<file path="config.mk">
export PLATFORM = sky130hd
export DESIGN_NAME = trws_out_queue
export DESIGN_NICKNAME = d
export VERILOG_FILES = /design/src/design/trws_pkg.sv /design/src/design/trws_out_queue.sv
export SDC_FILE = /design/constraint.sdc
export NUM_CORES = 1
export LEC_CHECK = 0
export ABC_CLOCK_PERIOD_IN_PS = 8000
export BUFFER_PORTS_ARGS = -buffer_cell sky130_fd_sc_hd__buf_2
export CAP_MARGIN = 0
export CORE_MARGIN = 5
export CORE_UTILIZATION = 30
export DETAILED_ROUTE_END_ITERATION = 6
export PLACE_DENSITY = 0.55
export SYNTH_ARGS = -nofsm -noshare
export SYNTH_HDL_FRONTEND = slang
export SYNTH_SLANG_ARGS = --single-unit
</file>
<file path="constraint.sdc">
create_clock -name clk -period 8 [get_ports clk]
set_input_delay 1.6 -clock clk [delete_from_list [all_inputs] [get_ports clk]]
set_output_delay 1.6 -clock clk [all_outputs]
set_load 0.02 [all_outputs]
</file>
<file path="src/design/trws_pkg.sv">
// Shared types, constants and helpers for the timed register write sequencer.
// Used by every module in the design folder; depends on nothing else.
package trws_pkg;

    localparam int QUEUE_BYTES = 1024;
    localparam int ADDR_W      = $clog2(QUEUE_BYTES);
    localparam int CNT_W       = $clog2(QUEUE_BYTES + 1);
    localparam int CMP_W       = (CNT_W > 8) ? CNT_W : 8;
    localparam int LEVEL_W     = 11;
    localparam int OUT_W       = 48;

    localparam logic [1:0] REQ_BYTE = 2'd0;
    localparam logic [1:0] REQ_TICK = 2'd1;
    localparam logic [1:0] REQ_SLOT = 2'd2;

    localparam logic [7:0] HOST_RESET = 8'hc0;
    localparam logic [7:0] HOST_WRITE = 8'hc1;
    localparam logic [7:0] HOST_QUERY = 8'hc2;
    localparam logic [7:0] SUB_SLEEP  = 8'hd0;
    localparam logic [7:0] SUB_WRITE  = 8'hd1;
    localparam logic [7:0] SUB_CLOSE  = 8'hd2;

    localparam logic [1:0] CODE_OK     = 2'd0;
    localparam logic [1:0] CODE_INVAL  = 2'd1;
    localparam logic [1:0] CODE_OVERFL = 2'd2;

    localparam logic [2:0] PH_CMD     = 3'd0;
    localparam logic [2:0] PH_LEN     = 3'd1;
    localparam logic [2:0] PH_SUB     = 3'd2;
    localparam logic [2:0] PH_DATA    = 3'd3;
    localparam logic [2:0] PH_DISCARD = 3'd4;

    localparam logic [LEVEL_W-1:0] CAPACITY_REPORT = LEVEL_W'(QUEUE_BYTES);

    typedef enum logic [1:0] {
        ST_IDLE,
        ST_HEAD,
        ST_LO,
        ST_HI
    } play_state_t;

    typedef struct packed {
        logic               underrun;
        logic               chip_reset;
        logic [7:0]         write_data;
        logic [7:0]         write_reg;
        logic               write_valid;
        logic [LEVEL_W-1:0] queue_level;
        logic [LEVEL_W-1:0] queue_capacity;
        logic               query_valid;
        logic [1:0]         resp_code;
        logic               resp_valid;
    } result_t;

    typedef struct packed {
        logic              en;
        logic              we;
        logic [ADDR_W-1:0] addr;
        logic [7:0]        wdata;
    } mem_req_t;

    function automatic logic [ADDR_W-1:0] ptr_inc(input logic [ADDR_W-1:0] ptr);
        logic [ADDR_W-1:0] nxt;
        if (ptr == ADDR_W'(QUEUE_BYTES - 1))
            nxt = '0;
        else
            nxt = ptr + ADDR_W'(1);
        return nxt;
    endfunction

    function automatic logic [1:0] sub_len(input logic [7:0] c);
        logic [1:0] len;
        if (c == SUB_SLEEP || c == SUB_WRITE)
            len = 2'd3;
        else
            len = 2'd1;
        return len;
    endfunction

endpackage

</file>
<file path="src/design/trws_out_queue.sv">
// Two-entry result queue that decouples the engine from the output channel.
// Depends on trws_pkg for the result struct.
module trws_out_queue (
    input  logic              clk,
    input  logic              rst_n,
    input  logic              push,
    input  trws_pkg::result_t push_data,
    output logic              room,
    output logic              out_valid,
    input  logic              out_ready,
    output trws_pkg::result_t out_data
);

    trws_pkg::result_t slot0_reg, slot0_next;
    trws_pkg::result_t slot1_reg, slot1_next;
    logic [1:0]        count_reg, count_next;
    logic              pop;

    assign pop       = (count_reg != 2'd0) && out_ready;
    assign room      = (count_reg != 2'd2);
    assign out_valid = (count_reg != 2'd0);
    assign out_data  = slot0_reg;

    always_ff @(posedge clk or negedge rst_n)
    begin
        if (!rst_n)
            count_reg <= 2'd0;
        else
            count_reg <= count_next;
    end

    always_ff @(posedge clk)
    begin
        slot0_reg <= slot0_next;
        slot1_reg <= slot1_next;
    end

    always_comb
    begin
        slot0_next = slot0_reg;
        slot1_next = slot1_reg;
        count_next = count_reg;
        case (count_reg)
            2'd0:
            begin
                if (push)
                begin
                    slot0_next = push_data;
                    count_next = 2'd1;
                end
            end
            2'd1:
            begin
                if (push && pop)
                begin
                    slot0_next = push_data;
                end
                else if (push)
                begin
                    slot1_next = push_data;
                    count_next = 2'd2;
                end
                else if (pop)
                begin
                    count_next = 2'd0;
                end
            end
            default:
            begin
                if (pop)
                begin
                    slot0_next = slot1_reg;
                    count_next = 2'd1;
                end
            end
        endcase
    end

    assert property (@(posedge clk) disable iff (!rst_n)
        push |-> (count_reg != 2'd2))
    else $error("Result pushed into a full output queue.");

endmodule

</file>
==> impl_metrics.ini, run 1 <==
[critical_path]
critical_path_arrival_ns = 1.89
worstPathRequired_ns = 6.40
path_class = register to output port
worstSetupEndpointType = output port
cp-start-kind = register
cp_max_fo = 52

[timing]
finalHoldViolations = 0
setup_violations = 0
relSlewSlack = 0.268
fin_ws_ns = 4.51
min_period_ns = 3.49
fmax_mhz = 287
slew_violations = 0
fin_skew_ns = 0.00266
fin_setup_tns_ns = 0
hold_slack_ns = 0.541
period_share = 0.436
rsz0062_at_grt = no
worst_pin_slew_ns = 1.10

[clock_network]
cts_setup_buffers = 0
clk-insertion-delay-late_ns = 0.32
cts_resized = 0
cts_tree = built
clock_sinks = 92
cts_buffers = 9
path_clk_slew_ns = 0.06
clock_path_buffers = 2
cts_root_buf = clkbuf_16
holdBufCountCts = 0
htreeDepth = 3

[yosys]
syn_nets = 204
synth_seq_cells = 92
syn_inst = 155
synth_seq_area_share = 0.812
syn_area_um2 = 3390
synth.avg_cell_area_um2 = 21.9
ys_types = 14
yosysWarnings = 0

[grt]
grt_max_degree = 53
grt_pass1_vias = 1783
antenna_found_initial = 0
gr-total-overflow = 0
grt_pass1_wl_um = 9220
grt_usage = 0.0920

[die]
ios = 96
start_util = 0.310
die_h_um = 116
die_area_um2 = 13500
rows = 38
coreArea_um2 = 10900
die_w_um = 116

[layout]
stdcell_area_um2 = 4260
drive_above_1_share = 0.602
n_antenna_cell = 0
layout_commonest_cell = buf_2
area_delta_synth_final_pct = 25.7
most-common-layout-cells = buf_2 (95), edfxtp_1 (90), mux2_2 (45)
nets = 306
post_layout_nonfiller_instances = 401
fillCellCount = 1035

[detailed_routing]
drt_first_pass_iters = 4
route.vias.total = 1705
first_iter_violations = 65
wl_um = 6120
ant_nets = 0
via_per_inst = 4.25
drcViolationCount = 0
wl_per_cell_um = 15.3

[placement]
pre_cts_slack_ns = 4.78
post-dp-hpwl_um = 4040
portBuffers = 95
dp_cells = 386
placed_area_um2 = 4010
place.gp.congestion = 0.686

[power_and_ir_drop]
ir_drop_v = 0.0000815
p_leak_nw = 1.58
powerDensity_nw_per_um2 = 261

[min_path]
holdCritPathClass = register to register

[run_status]
status = finished clean

[job]
cap_violations = 0
## critical path, cell delays in order (launching register included)
cell	delay, ns
dfrtp_2	1.09
or2_2	0.29
buf_2	0.17
## synthesized netlist by cell type
| master | n | area, um^2 |
|---|---|---|
| nor3b_1 | 1 | 7.51 |
| and4bb_2 | 1 | 12.5 |
| buf_4 | 5 | 37.5 |
| dfrtp_1 | 2 | 50.1 |
| inv_1 | 2 | 7.51 |
| edfxtp_1 | 90 | 2700 |
| nand2_1 | 1 | 3.75 |
| or2_2 | 1 | 6.26 |
| a211oi_1 | 1 | 7.51 |
| mux2_2 | 45 | 507 |
| mux2i_1 | 1 | 10.0 |
| nor2_1 | 2 | 7.51 |
| buf_12 | 1 | 20.0 |
| a21oi_1 | 2 | 10.0 |
## cell families after synthesis
group                  count (synthesis)  synth area share
AOI/OAI and AO/OA                      3           0.00517
and+or+nand+nor                        6            0.0111
muxes                                 46             0.152
DFF                                   92             0.812
buffers and inverters                  8            0.0192
## stage by stage
step	total power [mW]	util
after global routing	1.16	0.390
after global placement	0.755	0.367
after CTS	1.13	0.390
final	1.11	0.390
after detailed placement	0.759	0.367
after floorplan	0.705	-
## final timing paths
path                       slack [ns]  cells after the start     startpoint      endpoint
setup / recovery                 4.51                      2   count_reg[1]     out_valid
hold / removal                   0.54                      1  slot1_reg[35]  out_data[35]
setup reg to reg                 5.65                      3   count_reg[1]  out_data[18]
hold reg to reg                  0.54                      1  slot1_reg[35]  out_data[35]
max in group asynchronous        6.84                      1          rst_n  count_reg[1]
min in group asynchronous        1.05                      1          rst_n  count_reg[0]
## metal layers
layer  wire [um]  vias to the layer above  global-route usage
met1        2720                      825               0.115
met4          95                        0              0.0534
li1            -                      815                   -
met3         387                        8              0.0259
met2        2920                       57               0.143
met5           0                        -                   0
## area by class of cell
cell class / instances / area, um^2 / share of cell area
inverter: 2 / 7.51 / 0.00176
multi-input combinational: 55 / 583 / 0.137
sequential: 92 / 2750 / 0.646
tap: 140 / 175 / 0.0411
clock buffer: 11 / 233 / 0.0546
clock inverter: 4 / 17.5 / 0.00411
timing repair buffer: 97 / 490 / 0.115
## where the power goes
part / leakage (nW) / internal [mW] / switching, mW / total [mW]
logic: 0.583 / 0.0571 / 0.0822 / 0.139
clock network: 0.124 / 0.206 / 0.160 / 0.366
registers: 0.869 / 0.585 / 0.0209 / 0.605
Note: power is estimated with default switching activity, not from simulation.
==> inputs of run 2 (changes only) <==
--- a/config.mk
+++ b/config.mk
@@ -5,7 +5,7 @@
 export SDC_FILE = /design/constraint.sdc
 export NUM_CORES = 1
 export LEC_CHECK = 0
-export ABC_CLOCK_PERIOD_IN_PS = 8000
+export ABC_CLOCK_PERIOD_IN_PS = 3300
 export BUFFER_PORTS_ARGS = -buffer_cell sky130_fd_sc_hd__buf_2
 export CAP_MARGIN = 0
 export CORE_MARGIN = 5
==> constraint.sdc (replaced) <==
create_clock -name clk -period 3.3 [get_ports clk]
set_input_delay 0.66 -clock clk [delete_from_list [all_inputs] [get_ports clk]]
set_output_delay 0.66 -clock clk [all_outputs]
set_load 0.02 [all_outputs]
==> run 2 against run 1 <==
Effect of this change: clock skew grew 0.0038 ns; critical endpoint is now out_data[6]; cell count is 0.50% higher; via count grew 1.1%; setup slack got worse by 3.5 ns; count of clock-buffer cells in the layout unchanged; largest cell class unchanged; largest power group unchanged; sequential cell count did not move.
==> impl_metrics.ini, run 2 (synthesized netlist as in run 1, its figures left out) <==
[die]
die_h_um = 116
coreArea_um2 = 10900
die_area_um2 = 13500
rows = 38
die_w_um = 116
start_util = 0.310
ios = 96

[clock_network]
clock_path_buffers = 2
clock_sinks = 92
cts_root_buf = clkbuf_16
cts_setup_buffers = 0
holdBufCountCts = 0
clk-insertion-delay-late_ns = 0.33
htreeDepth = 3
cts_buffers = 9
cts_tree = built
cts_resized = 0
path_clk_slew_ns = 0.06

[placement]
dp_cells = 387
post-dp-hpwl_um = 4040
placed_area_um2 = 4030
place.gp.congestion = 0.655
pre_cts_slack_ns = 0.941
portBuffers = 95

[grt]
grt_pass1_vias = 1815
gr-total-overflow = 0
grt_usage = 0.0920
grt_max_degree = 52
antenna_found_initial = 0
grt_pass1_wl_um = 9270

[critical_path]
ff2ff_path_depth = 4
critical_path_arrival_ns = 2.31
worstPathRequired_ns = 3.33
cp_max_fo = 51
path_class = register to register
cp-start-kind = register
worstSetupEndpointType = register

[timing]
slew_violations = 0
fmax_mhz = 439
setup_violations = 0
fin_skew_ns = 0.00648
min_period_ns = 2.28
fin_ws_ns = 1.02
relSlewSlack = 0.464
rsz0062_at_grt = no
finalHoldViolations = 0
period_share = 0.691
fin_setup_tns_ns = 0
worst_pin_slew_ns = 0.802

[power_and_ir_drop]
p_leak_nw = 1.61
ir_drop_v = 0.000290
clkPwrFrac = 0.368
powerDensity_nw_per_um2 = 661
p_int_mw = 2.22
power.share.sequential = 0.502
swShare = 0.226
switchingPower_mw = 0.648
power_frac_comb = 0.129
finalPower_mw = 2.87

[layout]
drive_above_1_share = 0.608
area_delta_synth_final_pct = 28.0
n_antenna_cell = 0
post_layout_nonfiller_instances = 403
most-common-layout-cells = buf_2 (95), edfxtp_1 (90), mux2_2 (45)
nets = 307
layout_commonest_cell = buf_2
stdcell_area_um2 = 4340

[detailed_routing]
first_iter_violations = 70
via_per_inst = 4.28
wl_um = 6100
drcViolationCount = 0
route.vias.total = 1724
drt_first_pass_iters = 4
ant_nets = 0
wl_per_cell_um = 15.1

[min_path]
holdCritPathClass = input pin to asynchronous set/reset pin

[run_status]
status = finished clean

[job]
cap_violations = 0
-- run 2: changes by cell type in the layout (fill, tap and decap cells not counted), sizes merged --
| cell | change |
|---|---|
| bufinv | +2 |
| clkinvlp | +1 |
| clkinv | -2 |
| buf | +1 |
-- run 2: power by group through the flow --
stage / clock network [mW] / registers (mW) / logic (mW)
floorplan: 0 / 1.56 / 0.152
global placement: 0 / 1.47 / 0.374
detailed placement: 0 / 1.47 / 0.379
CTS: 1.10 / 1.44 / 0.380
global route: 1.15 / 1.45 / 0.398
finish: 1.06 / 1.44 / 0.370
-- run 2: layout make-up --
class                      count  area, um^2
clock buffer                  11         233
inverter                       2        7.51
tap                          140         175
multi-input combinational     55         583
timing repair buffer          98         510
fill                        1056        6600
sequential                    92        2750
clock inverter                 5        76.3
-- run 2: path summary, 6_finish.rpt --
kind | startpoint | end | slack [ns]
worst max-delay path | count_reg[1] | out_data[6] | 1.02
worst min-delay path | rst_n | count_reg[0] | 0.10
worst max register to register | count_reg[1] | out_data[6] | 1.02
worst min register to register | slot1_reg[42] | out_data[42] | 0.54
max in group asynchronous | rst_n | count_reg[1] | 3.09
min in group clk | push_data[19] | slot1_reg[19] | 0.52
-- run 2: worst max-delay path, stage by stage (launching register included) --
cell	delay, ns
dfrtp_2	0.35
buf_4	0.52
nor2_1	0.17
a21oi_4	0.65
buf_12	0.28
-- run 2: layer usage --
layer  track usage  routed length, um  vias to the layer above
li1              -                  -                      819
met4        0.0534                147                        0
met2         0.130               2680                       67
met3        0.0311                539                       10
met1         0.123               2730                      828
met5             0                  0                        -
-- run 2: through the flow --
step / hold WS, ns / util
after global routing: 0.0844 / 0.397
after detailed placement: 0.451 / 0.369
after CTS: 0.0861 / 0.397
after global placement: 0.446 / 0.369
after floorplan: 0.364 / -
final: 0.104 / 0.397
