==> config.mk <==
export PLATFORM = sky130hd
export DESIGN_NAME = trws_ctrl
export DESIGN_NICKNAME = d
export VERILOG_FILES = /design/src/design/trws_pkg.sv /design/src/design/trws_ctrl.sv
export SDC_FILE = /design/constraint.sdc
export NUM_CORES = 1
export LEC_CHECK = 0
export BUFFER_PORTS_ARGS = -buffer_cell sky130_fd_sc_hd__buf_2
export CAP_MARGIN = 20
export CORE_MARGIN = 1.5
export CORE_UTILIZATION = 40
export DETAILED_ROUTE_END_ITERATION = 10
export GPL_ROUTABILITY_DRIVEN = 0
export GPL_TIMING_DRIVEN = 0
export SLEW_MARGIN = 30
export SYNTH_ARGS = -nofsm -noshare
export SYNTH_HDL_FRONTEND = slang
export SYNTH_SLANG_ARGS = --single-unit
==> constraint.sdc <==
create_clock -name clk -period 7.7 [get_ports clk]
set_clock_uncertainty 0.2 [all_clocks]
set_input_delay 1.925 -clock clk [delete_from_list [all_inputs] [get_ports clk]]
set_output_delay 1.925 -clock clk [all_outputs]
set_load 0.005 [all_outputs]
==> src/design/trws_pkg.sv <==
// Shared types, constants and helpers for the timed register write sequencer.
// Used by every module in the design folder; depends on nothing else.
package trws_pkg;

    localparam int QUEUE_BYTES = 1024;
    localparam int ADDR_W      = $clog2(QUEUE_BYTES);
    localparam int CNT_W       = $clog2(QUEUE_BYTES + 1);
    localparam int CMP_W       = (CNT_W > 8) ? CNT_W : 8;
    localparam int LEVEL_W     = 11;
    localparam int OUT_W       = 48;

    localparam logic [1:0] REQ_BYTE = 2'd0;
    localparam logic [1:0] REQ_TICK = 2'd1;
    localparam logic [1:0] REQ_SLOT = 2'd2;

    localparam logic [7:0] HOST_RESET = 8'hc0;
    localparam logic [7:0] HOST_WRITE = 8'hc1;
    localparam logic [7:0] HOST_QUERY = 8'hc2;
    localparam logic [7:0] SUB_SLEEP  = 8'hd0;
    localparam logic [7:0] SUB_WRITE  = 8'hd1;
    localparam logic [7:0] SUB_CLOSE  = 8'hd2;

    localparam logic [1:0] CODE_OK     = 2'd0;
    localparam logic [1:0] CODE_INVAL  = 2'd1;
    localparam logic [1:0] CODE_OVERFL = 2'd2;

    localparam logic [2:0] PH_CMD     = 3'd0;
    localparam logic [2:0] PH_LEN     = 3'd1;
    localparam logic [2:0] PH_SUB     = 3'd2;
    localparam logic [2:0] PH_DATA    = 3'd3;
    localparam logic [2:0] PH_DISCARD = 3'd4;

    localparam logic [LEVEL_W-1:0] CAPACITY_REPORT = LEVEL_W'(QUEUE_BYTES);

    typedef enum logic [1:0] {
        ST_IDLE,
        ST_HEAD,
        ST_LO,
        ST_HI
    } play_state_t;

    typedef struct packed {
        logic               underrun;
        logic               chip_reset;
        logic [7:0]         write_data;
        logic [7:0]         write_reg;
        logic               write_valid;
        logic [LEVEL_W-1:0] queue_level;
        logic [LEVEL_W-1:0] queue_capacity;
        logic               query_valid;
        logic [1:0]         resp_code;
        logic               resp_valid;
    } result_t;

    typedef struct packed {
        logic              en;
        logic              we;
        logic [ADDR_W-1:0] addr;
        logic [7:0]        wdata;
    } mem_req_t;

    function automatic logic [ADDR_W-1:0] ptr_inc(input logic [ADDR_W-1:0] ptr);
        logic [ADDR_W-1:0] nxt;
        if (ptr == ADDR_W'(QUEUE_BYTES - 1))
            nxt = '0;
        else
            nxt = ptr + ADDR_W'(1);
        return nxt;
    endfunction

    function automatic logic [1:0] sub_len(input logic [7:0] c);
        logic [1:0] len;
        if (c == SUB_SLEEP || c == SUB_WRITE)
            len = 2'd3;
        else
            len = 2'd1;
        return len;
    endfunction

endpackage

==> src/design/trws_ctrl.sv <==
// Host frame parser, tick handling and playback engine around the queue store.
// Depends on trws_pkg; drives trws_fifo_mem and feeds trws_out_queue.
module trws_ctrl (
    input  logic                   clk,
    input  logic                   rst_n,
    input  logic                   in_valid,
    output logic                   in_ready,
    input  logic [1:0]             in_type,
    input  logic [7:0]             in_byte,
    input  logic                   room,
    output logic                   res_valid,
    output trws_pkg::result_t      res,
    output trws_pkg::mem_req_t     mem_req,
    input  logic [7:0]             mem_rdata
);

    trws_pkg::play_state_t state_reg, state_next;

    logic [trws_pkg::ADDR_W-1:0] wptr_reg, wptr_next;
    logic [trws_pkg::ADDR_W-1:0] rptr_reg, rptr_next;
    logic [trws_pkg::CNT_W-1:0]  fill_reg, fill_next;
    logic [15:0]                 sleep_reg, sleep_next;
    logic [2:0]                  phase_reg, phase_next;
    logic [7:0]                  host_cmd_reg, host_cmd_next;
    logic [7:0]                  frame_left_reg, frame_left_next;
    logic [1:0]                  sub_left_reg, sub_left_next;
    logic [7:0]                  cmd_reg, cmd_next;
    logic [7:0]                  lo_reg, lo_next;

    logic                        accept;
    logic                        push_en;
    logic                        sub_done;
    logic [trws_pkg::CMP_W-1:0]  avail;
    logic [trws_pkg::CMP_W-1:0]  byte_ext;
    logic [1:0]                  in_len;
    logic [1:0]                  head_len;

    assign in_ready = (state_reg == trws_pkg::ST_IDLE) && room;
    assign accept   = in_valid && in_ready;
    assign avail    = trws_pkg::CMP_W'(trws_pkg::QUEUE_BYTES) - trws_pkg::CMP_W'(fill_reg);
    assign byte_ext = trws_pkg::CMP_W'(in_byte);
    assign in_len   = trws_pkg::sub_len(in_byte);
    assign head_len = trws_pkg::sub_len(mem_rdata);

    always_ff @(posedge clk or negedge rst_n)
    begin
        if (!rst_n)
        begin
            state_reg      <= trws_pkg::ST_IDLE;
            wptr_reg       <= '0;
            rptr_reg       <= '0;
            fill_reg       <= '0;
            sleep_reg      <= '0;
            phase_reg      <= trws_pkg::PH_CMD;
            host_cmd_reg   <= '0;
            frame_left_reg <= '0;
            sub_left_reg   <= '0;
        end
        else
        begin
            state_reg      <= state_next;
            wptr_reg       <= wptr_next;
            rptr_reg       <= rptr_next;
            fill_reg       <= fill_next;
            sleep_reg      <= sleep_next;
            phase_reg      <= phase_next;
            host_cmd_reg   <= host_cmd_next;
            frame_left_reg <= frame_left_next;
            sub_left_reg   <= sub_left_next;
        end
    end

    always_ff @(posedge clk)
    begin
        cmd_reg <= cmd_next;
        lo_reg  <= lo_next;
    end

    always_comb
    begin
        state_next      = state_reg;
        wptr_next       = wptr_reg;
        rptr_next       = rptr_reg;
        fill_next       = fill_reg;
        sleep_next      = sleep_reg;
        phase_next      = phase_reg;
        host_cmd_next   = host_cmd_reg;
        frame_left_next = frame_left_reg;
        sub_left_next   = sub_left_reg;
        cmd_next        = cmd_reg;
        lo_next         = lo_reg;
        res_valid       = 1'b0;
        res             = '0;
        mem_req         = '0;
        push_en         = 1'b0;
        sub_done        = 1'b0;

        case (state_reg)
            trws_pkg::ST_IDLE:
            begin
                if (accept)
                begin
                    case (in_type)
                        trws_pkg::REQ_BYTE:
                        begin
                            res_valid = 1'b1;
                            case (phase_reg)
                                trws_pkg::PH_LEN:
                                begin
                                    phase_next = trws_pkg::PH_CMD;
                                    if (byte_ext > avail)
                                    begin
                                        res.resp_valid = 1'b1;
                                        res.resp_code  = trws_pkg::CODE_OVERFL;
                                    end
                                    else if (host_cmd_reg == trws_pkg::HOST_RESET)
                                    begin
                                        wptr_next      = '0;
                                        rptr_next      = '0;
                                        fill_next      = '0;
                                        res.chip_reset = 1'b1;
                                        res.resp_valid = 1'b1;
                                        res.resp_code  = trws_pkg::CODE_OK;
                                    end
                                    else if (host_cmd_reg == trws_pkg::HOST_QUERY)
                                    begin
                                        res.resp_valid     = 1'b1;
                                        res.resp_code      = trws_pkg::CODE_OK;
                                        res.query_valid    = 1'b1;
                                        res.queue_capacity = trws_pkg::CAPACITY_REPORT;
                                        res.queue_level    = trws_pkg::LEVEL_W'(fill_reg);
                                    end
                                    else if (host_cmd_reg == trws_pkg::HOST_WRITE)
                                    begin
                                        frame_left_next = in_byte;
                                        if (in_byte == 8'd0)
                                        begin
                                            res.resp_valid = 1'b1;
                                            res.resp_code  = trws_pkg::CODE_OK;
                                        end
                                        else
                                        begin
                                            phase_next = trws_pkg::PH_SUB;
                                        end
                                    end
                                    else
                                    begin
                                        res.resp_valid = 1'b1;
                                        res.resp_code  = trws_pkg::CODE_INVAL;
                                    end
                                end
                                trws_pkg::PH_SUB:
                                begin
                                    if ((in_byte != trws_pkg::SUB_SLEEP &&
                                         in_byte != trws_pkg::SUB_WRITE &&
                                         in_byte != trws_pkg::SUB_CLOSE) ||
                                        (frame_left_reg < 8'(in_len)))
                                    begin
                                        res.resp_valid = 1'b1;
                                        res.resp_code  = trws_pkg::CODE_INVAL;
                                        phase_next     = trws_pkg::PH_CMD;
                                    end
                                    else
                                    begin
                                        frame_left_next = frame_left_reg - 8'(in_len);
                                        push_en         = 1'b1;
                                        sub_left_next   = in_len - 2'd1;
                                        if (in_len != 2'd1)
                                            phase_next = trws_pkg::PH_DATA;
                                        else
                                            sub_done = 1'b1;
                                    end
                                end
                                trws_pkg::PH_DATA, trws_pkg::PH_DISCARD:
                                begin
                                    push_en       = (phase_reg == trws_pkg::PH_DATA);
                                    sub_left_next = sub_left_reg - 2'd1;
                                    sub_done      = (sub_left_next == 2'd0);
                                end
                                default:
                                begin
                                    host_cmd_next = in_byte;
                                    phase_next    = trws_pkg::PH_LEN;
                                end
                            endcase
                        end
                        trws_pkg::REQ_TICK:
                        begin
                            res_valid = 1'b1;
                            if (sleep_reg != 16'd0)
                                sleep_next = sleep_reg - 16'd1;
                        end
                        trws_pkg::REQ_SLOT:
                        begin
                            if (fill_reg == '0 || sleep_reg != 16'd0)
                            begin
                                res_valid = 1'b1;
                            end
                            else
                            begin
                                mem_req.en   = 1'b1;
                                mem_req.addr = rptr_reg;
                                state_next   = trws_pkg::ST_HEAD;
                            end
                        end
                        default:
                        begin
                            res_valid = 1'b1;
                        end
                    endcase
                end
            end
            trws_pkg::ST_HEAD:
            begin
                state_next = trws_pkg::ST_IDLE;
                if (fill_reg < trws_pkg::CNT_W'(head_len))
                begin
                    res_valid = 1'b1;
                end
                else
                begin
                    rptr_next = trws_pkg::ptr_inc(rptr_reg);
                    fill_next = fill_reg - trws_pkg::CNT_W'(1);
                    if (mem_rdata == trws_pkg::SUB_CLOSE)
                    begin
                        wptr_next      = '0;
                        rptr_next      = '0;
                        fill_next      = '0;
                        res_valid      = 1'b1;
                        res.chip_reset = 1'b1;
                        res.resp_valid = 1'b1;
                        res.resp_code  = trws_pkg::CODE_OK;
                        if (phase_reg == trws_pkg::PH_DATA)
                            phase_next = trws_pkg::PH_DISCARD;
                    end
                    else if (mem_rdata == trws_pkg::SUB_SLEEP ||
                             mem_rdata == trws_pkg::SUB_WRITE)
                    begin
                        cmd_next     = mem_rdata;
                        mem_req.en   = 1'b1;
                        mem_req.addr = trws_pkg::ptr_inc(rptr_reg);
                        state_next   = trws_pkg::ST_LO;
                    end
                    else
                    begin
                        res_valid = 1'b1;
                    end
                end
            end
            trws_pkg::ST_LO:
            begin
                lo_next      = mem_rdata;
                rptr_next    = trws_pkg::ptr_inc(rptr_reg);
                fill_next    = fill_reg - trws_pkg::CNT_W'(1);
                mem_req.en   = 1'b1;
                mem_req.addr = trws_pkg::ptr_inc(rptr_reg);
                state_next   = trws_pkg::ST_HI;
            end
            trws_pkg::ST_HI:
            begin
                rptr_next  = trws_pkg::ptr_inc(rptr_reg);
                fill_next  = fill_reg - trws_pkg::CNT_W'(1);
                res_valid  = 1'b1;
                state_next = trws_pkg::ST_IDLE;
                if (cmd_reg == trws_pkg::SUB_SLEEP)
                begin
                    sleep_next = {mem_rdata, lo_reg};
                end
                else
                begin
                    res.write_valid = 1'b1;
                    res.write_reg   = lo_reg;
                    res.write_data  = mem_rdata;
                end
            end
            default:
            begin
                state_next = trws_pkg::ST_IDLE;
            end
        endcase

        if (push_en && fill_reg < trws_pkg::CNT_W'(trws_pkg::QUEUE_BYTES))
        begin
            mem_req.en    = 1'b1;
            mem_req.we    = 1'b1;
            mem_req.addr  = wptr_reg;
            mem_req.wdata = in_byte;
            wptr_next     = trws_pkg::ptr_inc(wptr_reg);
            fill_next     = fill_reg + trws_pkg::CNT_W'(1);
        end

        if (sub_done)
        begin
            if (frame_left_next == 8'd0)
            begin
                res.resp_valid = 1'b1;
                res.resp_code  = trws_pkg::CODE_OK;
                phase_next     = trws_pkg::PH_CMD;
            end
            else
            begin
                phase_next = trws_pkg::PH_SUB;
            end
        end

        if (res_valid)
            res.underrun = (fill_next == '0);
    end

    assert property (@(posedge clk) disable iff (!rst_n)
        int'(fill_reg) <= trws_pkg::QUEUE_BYTES)
    else $error("Queue level exceeds the queue size.");

    assert property (@(posedge clk) disable iff (!rst_n)
        (int'(rptr_reg) + int'(fill_reg) == int'(wptr_reg)) ||
        (int'(rptr_reg) + int'(fill_reg) == int'(wptr_reg) + trws_pkg::QUEUE_BYTES))
    else $error("Queue pointers and level disagree.");

    assert property (@(posedge clk) disable iff (!rst_n)
        (state_reg == trws_pkg::ST_HEAD) |-> (fill_reg != '0 && sleep_reg == 16'd0))
    else $error("Playback started on an empty queue or during a sleep.");

endmodule

==> load_flow_metrics.sql <==
INSERT INTO impl_metrics (metric_group, metric, value, unit) VALUES
('logic_synthesis', 'synthCells', '739', ''),
('logic_synthesis', 'synth.avg_cell_area', '8.46', 'um^2'),
('finish', 'largest_reg_flops', '16', ''),
('logic_synthesis', 'yosys_warnings', '0', ''),
('logic_synthesis', 'synth_fa_ha_area_share', '3.72', '%'),
('drt', 'detail_route.first_pass.iterations', '5', ''),
('power_and_ir_drop', 'power.ir.vdd_worst', '0.157', 'mV'),
('floorplan', 'die_height', '128', 'um'),
('clock_tree', 'root_buffer', 'sky130_fd_sc_hd__clkbuf_16', ''),
('logic_synthesis', 'synth-compound-area-share', '23.1', '%'),
('finish', 'multi_input_comb_area', '3770', 'um^2'),
('sta', 'timing.final.setup_violations', '0', ''),
('critical_path', 'worstPathMaxFanout', '10', ''),
('drt', 'postRouteAntennaNets', '0', ''),
('clock_tree', 'worstSkewPairLatency', '0.36', 'ns'),
('run', 'maxCapViolations', '0', ''),
('critical_path', 'timing.setup.critical_path_class', 'primary input to output port', ''),
('logic_synthesis', 'main_combinational_cell_family_by_area_after_synthesis', 'simple AND/OR/NAND/NOR gates', ''),
('drt', 'detailroute.via_count', '6232', ''),
('floorplan', 'floorplan.initialDensity', '41.0', '%'),
('global_route', 'grt_pass1_vias', '5749', ''),
('placement', 'detailedPlacementHpwl', '13800', 'um'),
('clock_tree', 'cts.htree.levels', '3', ''),
('logic_synthesis', 'synth_seq_area_share', '35.7', '%'),
('logic_synthesis', 'synth.cell_area', '6250', 'um^2'),
('critical_path', 'slowest_stage_cell_cp', 'sky130_fd_sc_hd__a31o_2', ''),
('floorplan', 'width_of_the_die', '128', 'um'),
('clock_tree', 'cts_tree', 'done', ''),
('global_route', 'antenna_found_initial', '0', ''),
('floorplan', 'dieArea', '16400', 'um^2'),
('logic_synthesis', 'yosys_register_bits', '86', ''),
('global_route', 'global_route.overflow_total', '0', ''),
('logic_synthesis', 'synth_xor_area_share', '1.26', '%'),
('critical_path', 'critical_path.max_stage_delay', '0.41', 'ns'),
('clock_tree', 'cts-buffers-inserted', '9', ''),
('sta', 'rsz_0062_raised_after_global_routing', 'yes', ''),
('finish', 'filler_cell_count', '1521', ''),
('hold_path', 'hold_class', 'register to register', ''),
('sta', 'slew-limit-headroom', '40.8', '%'),
('power_and_ir_drop', 'leakage', '0.00336', 'uW'),
('critical_path', 'worstSetupEndpointType', 'output port', ''),
('floorplan', 'pin_count', '89', ''),
('critical_path', 'crit_arrival', '5.44', 'ns'),
('drt', 'drt_iter0_markers', '629', ''),
('floorplan', 'core_area', '15300', 'um^2'),
('floorplan', 'rows', '45', ''),
('critical_path', 'cp_cell_sequence', 'buf_2 -> nor4bb_2 -> nand2_1 -> or2_2 -> ha_1 -> a21oi_1 -> nand4_1 -> a31o_2 -> clkbuf_1 -> nand2_1 -> o311ai_0 -> a22oi_2 -> nand4_1 -> nor4_2 -> buf_2', ''),
('clock_tree', 'clock_sink_count', '86', ''),
('power_and_ir_drop', 'powerDensity', '202', 'nW/um^2'),
('finish', 'final_layout_size_suffix_gt1_share', '19.9', '%'),
('critical_path', 'cp.required', '5.58', 'ns'),
('critical_path', 'cpLargestDelayFamily', 'simple AND/OR/NAND/NOR gates', ''),
('drt', 'wl_per_cell', '17.7', 'um'),
('drt', 'drcViolationCount', '0', ''),
('finish', 'area.sequential', '2230', 'um^2'),
('sta', 'fmaxAchievable', '132', 'MHz'),
('clock_tree', 'clk_pin_slew_worst_paths', '0.07', 'ns'),
('status', 'status', 'finished clean', ''),
('drt', 'route.detailed.vias_per_inst', '5.90', ''),
('logic_synthesis', 'synthSimpleGateAreaFrac', '28.5', '%'),
('finish', 'final_net_count', '881', ''),
('critical_path', 'critical_path.n_buffers_inverters', '3', ''),
('finish', 'area_growth', '17.9', '%'),
('placement', 'port_buffers', '78', ''),
('sta', 'tightest_slew', '0.888', 'ns'),
('logic_synthesis', 'postSynth.asyncResetShare', '81.4', '%'),
('logic_synthesis', 'netlist-cell-type-count', '93', ''),
('clock_tree', 'clockBufferDepth', '2', ''),
('drt', 'detail_route.wirelength', '18700', 'um'),
('logic_synthesis', 'synth_mux_area_share', '1.90', '%'),
('sta', 'slew_violations', '0', '');
## worst paths after layout
kind | slack [ns] | depth (start not counted) | endpoint | start
worst max-delay path | 0.13 | 15 | res[44] | mem_rdata[4]
worst max register to register | 3.32 | 17 | rptr_reg[5] | fill_reg[0]
min in group asynchronous | 1.28 | 1 | frame_left_reg[6] | rst_n
worst min-delay path | 0.28 | 2 | sub_left_reg[1] | sub_left_reg[1]
max in group asynchronous | 5.43 | 2 | host_cmd_reg[1] | rst_n
worst min register to register | 0.28 | 2 | sub_left_reg[1] | sub_left_reg[1]
## layout make-up
type | count | area share, %
buffer | 48 | 3.73
clock buffer | 9 | 3.06
clock inverter | 7 | 1.04
inverter | 23 | 1.17
multi-input combinational | 591 | 51.2
sequential | 86 | 30.3
tap | 211 | 3.58
timing repair buffer | 82 | 5.94
## tightest hold or removal path, cell delays in order (launching register included)
cell and delay [ns]:
sky130_fd_sc_hd__dfrtp_1 0.35, sky130_fd_sc_hd__nand2_1 0.05, sky130_fd_sc_hd__o21ai_0 0.06
## placed cells by master (no fill, tap or decap), drive strengths merged, types with 5 or more instances in the layout
cell	n
and2	38
o211ai	9
nor3	16
or4	8
nand2	73
nand4	7
mux2	7
and3	25
a22oi	5
o22ai	5
nor2b	6
a21o	5
a221oi	7
ha	17
a31oi	6
buf	103
dfrtp	70
a221o	5
or3	9
o21ai	67
edfxtp	16
nand2b	6
a21oi	44
nand3	31
o31ai	11
inv	27
nor4	12
nor2	73
conb	10
o221ai	5
clkbuf	36
xor2	5
## kinds of logic (layout without fill, tap and decap cells)
| group | count (synthesis) | after routing |
|---|---|---|
| adders and majority gates | 18 | 18 |
| and+or+nand+nor | 329 | 329 |
| DFF | 86 | 86 |
| buffers and inverters | 71 | 169 |
| other | 1 | 10 |
| AOI/OAI and AO/OA | 214 | 214 |
| xor gates and xnor gates | 9 | 9 |
| muxes | 11 | 11 |
## stage by stage
| stage | worst slack (ns) | util [%] | hold WS (ns) | std cells | area [um^2] |
|---|---|---|---|---|---|
| after floorplan | 0.325 | - | 0.250 | 748 | 6290 |
| after global placement | -0.994 | 45.5 | 0.268 | 1037 | 6940 |
| after detailed placement | -0.315 | 45.8 | 0.274 | 1040 | 6990 |
| after CTS | 0.00362 | 47.9 | 0.290 | 1056 | 7310 |
| after global routing | -0.122 | 48.3 | 0.331 | 1057 | 7370 |
| final | 0.132 | 48.3 | 0.284 | 1057 | 7370 |
## routing by layer
| layer | track usage [%] | vias up | wire (um) |
|---|---|---|---|
| met4 | 7.34 | 0 | 306 |
| li1 | - | 2940 | - |
| met5 | 0 | - | 0 |
| met3 | 5.05 | 21 | 1070 |
| met2 | 35.9 | 226 | 8610 |
| met1 | 32.3 | 3045 | 8760 |
## synth_stat cells (all sizes together) (5+ instances only)
cell,instances,area [um^2]
or4,8,63.8
edfxtp,16,480
a31oi,6,37.5
o221ai,5,43.8
o211ai,9,67.6
nand2b,6,40.0
or3,9,61.3
and2,38,238
inv,23,86.3
clkbuf,27,121
dfrtp,70,1750
xor2,5,43.8
nor2,73,284
nor4,12,103
nand2,73,282
o22ai,5,31.3
nand3,31,155
nor3,16,80.1
mux2,7,78.8
o21ai,67,335
and3,25,160
buf,21,151
nor2b,6,37.5
a22oi,5,42.5
a221o,5,50.1
ha,17,213
a221oi,7,61.3
a21o,5,37.5
nand4,7,43.8
a21oi,44,220
o31ai,11,87.6
## power breakdown
part | total (uW) | internal, uW | switching [uW]
Clock | 442 | 231 | 212
Combinational | 462 | 183 | 279
Sequential | 581 | 521 | 60.9
Total | 1490 | 934 | 551
## what timing repair did
action                                  4_1_cts  5_1_grt
pin swaps                                     0        1
hold buffers                                  0        0
endpoints found under the setup margin        4       19
resized for setup                             3       12
setup buffers                                 0        1
Note: power is estimated with default switching activity, not from simulation.
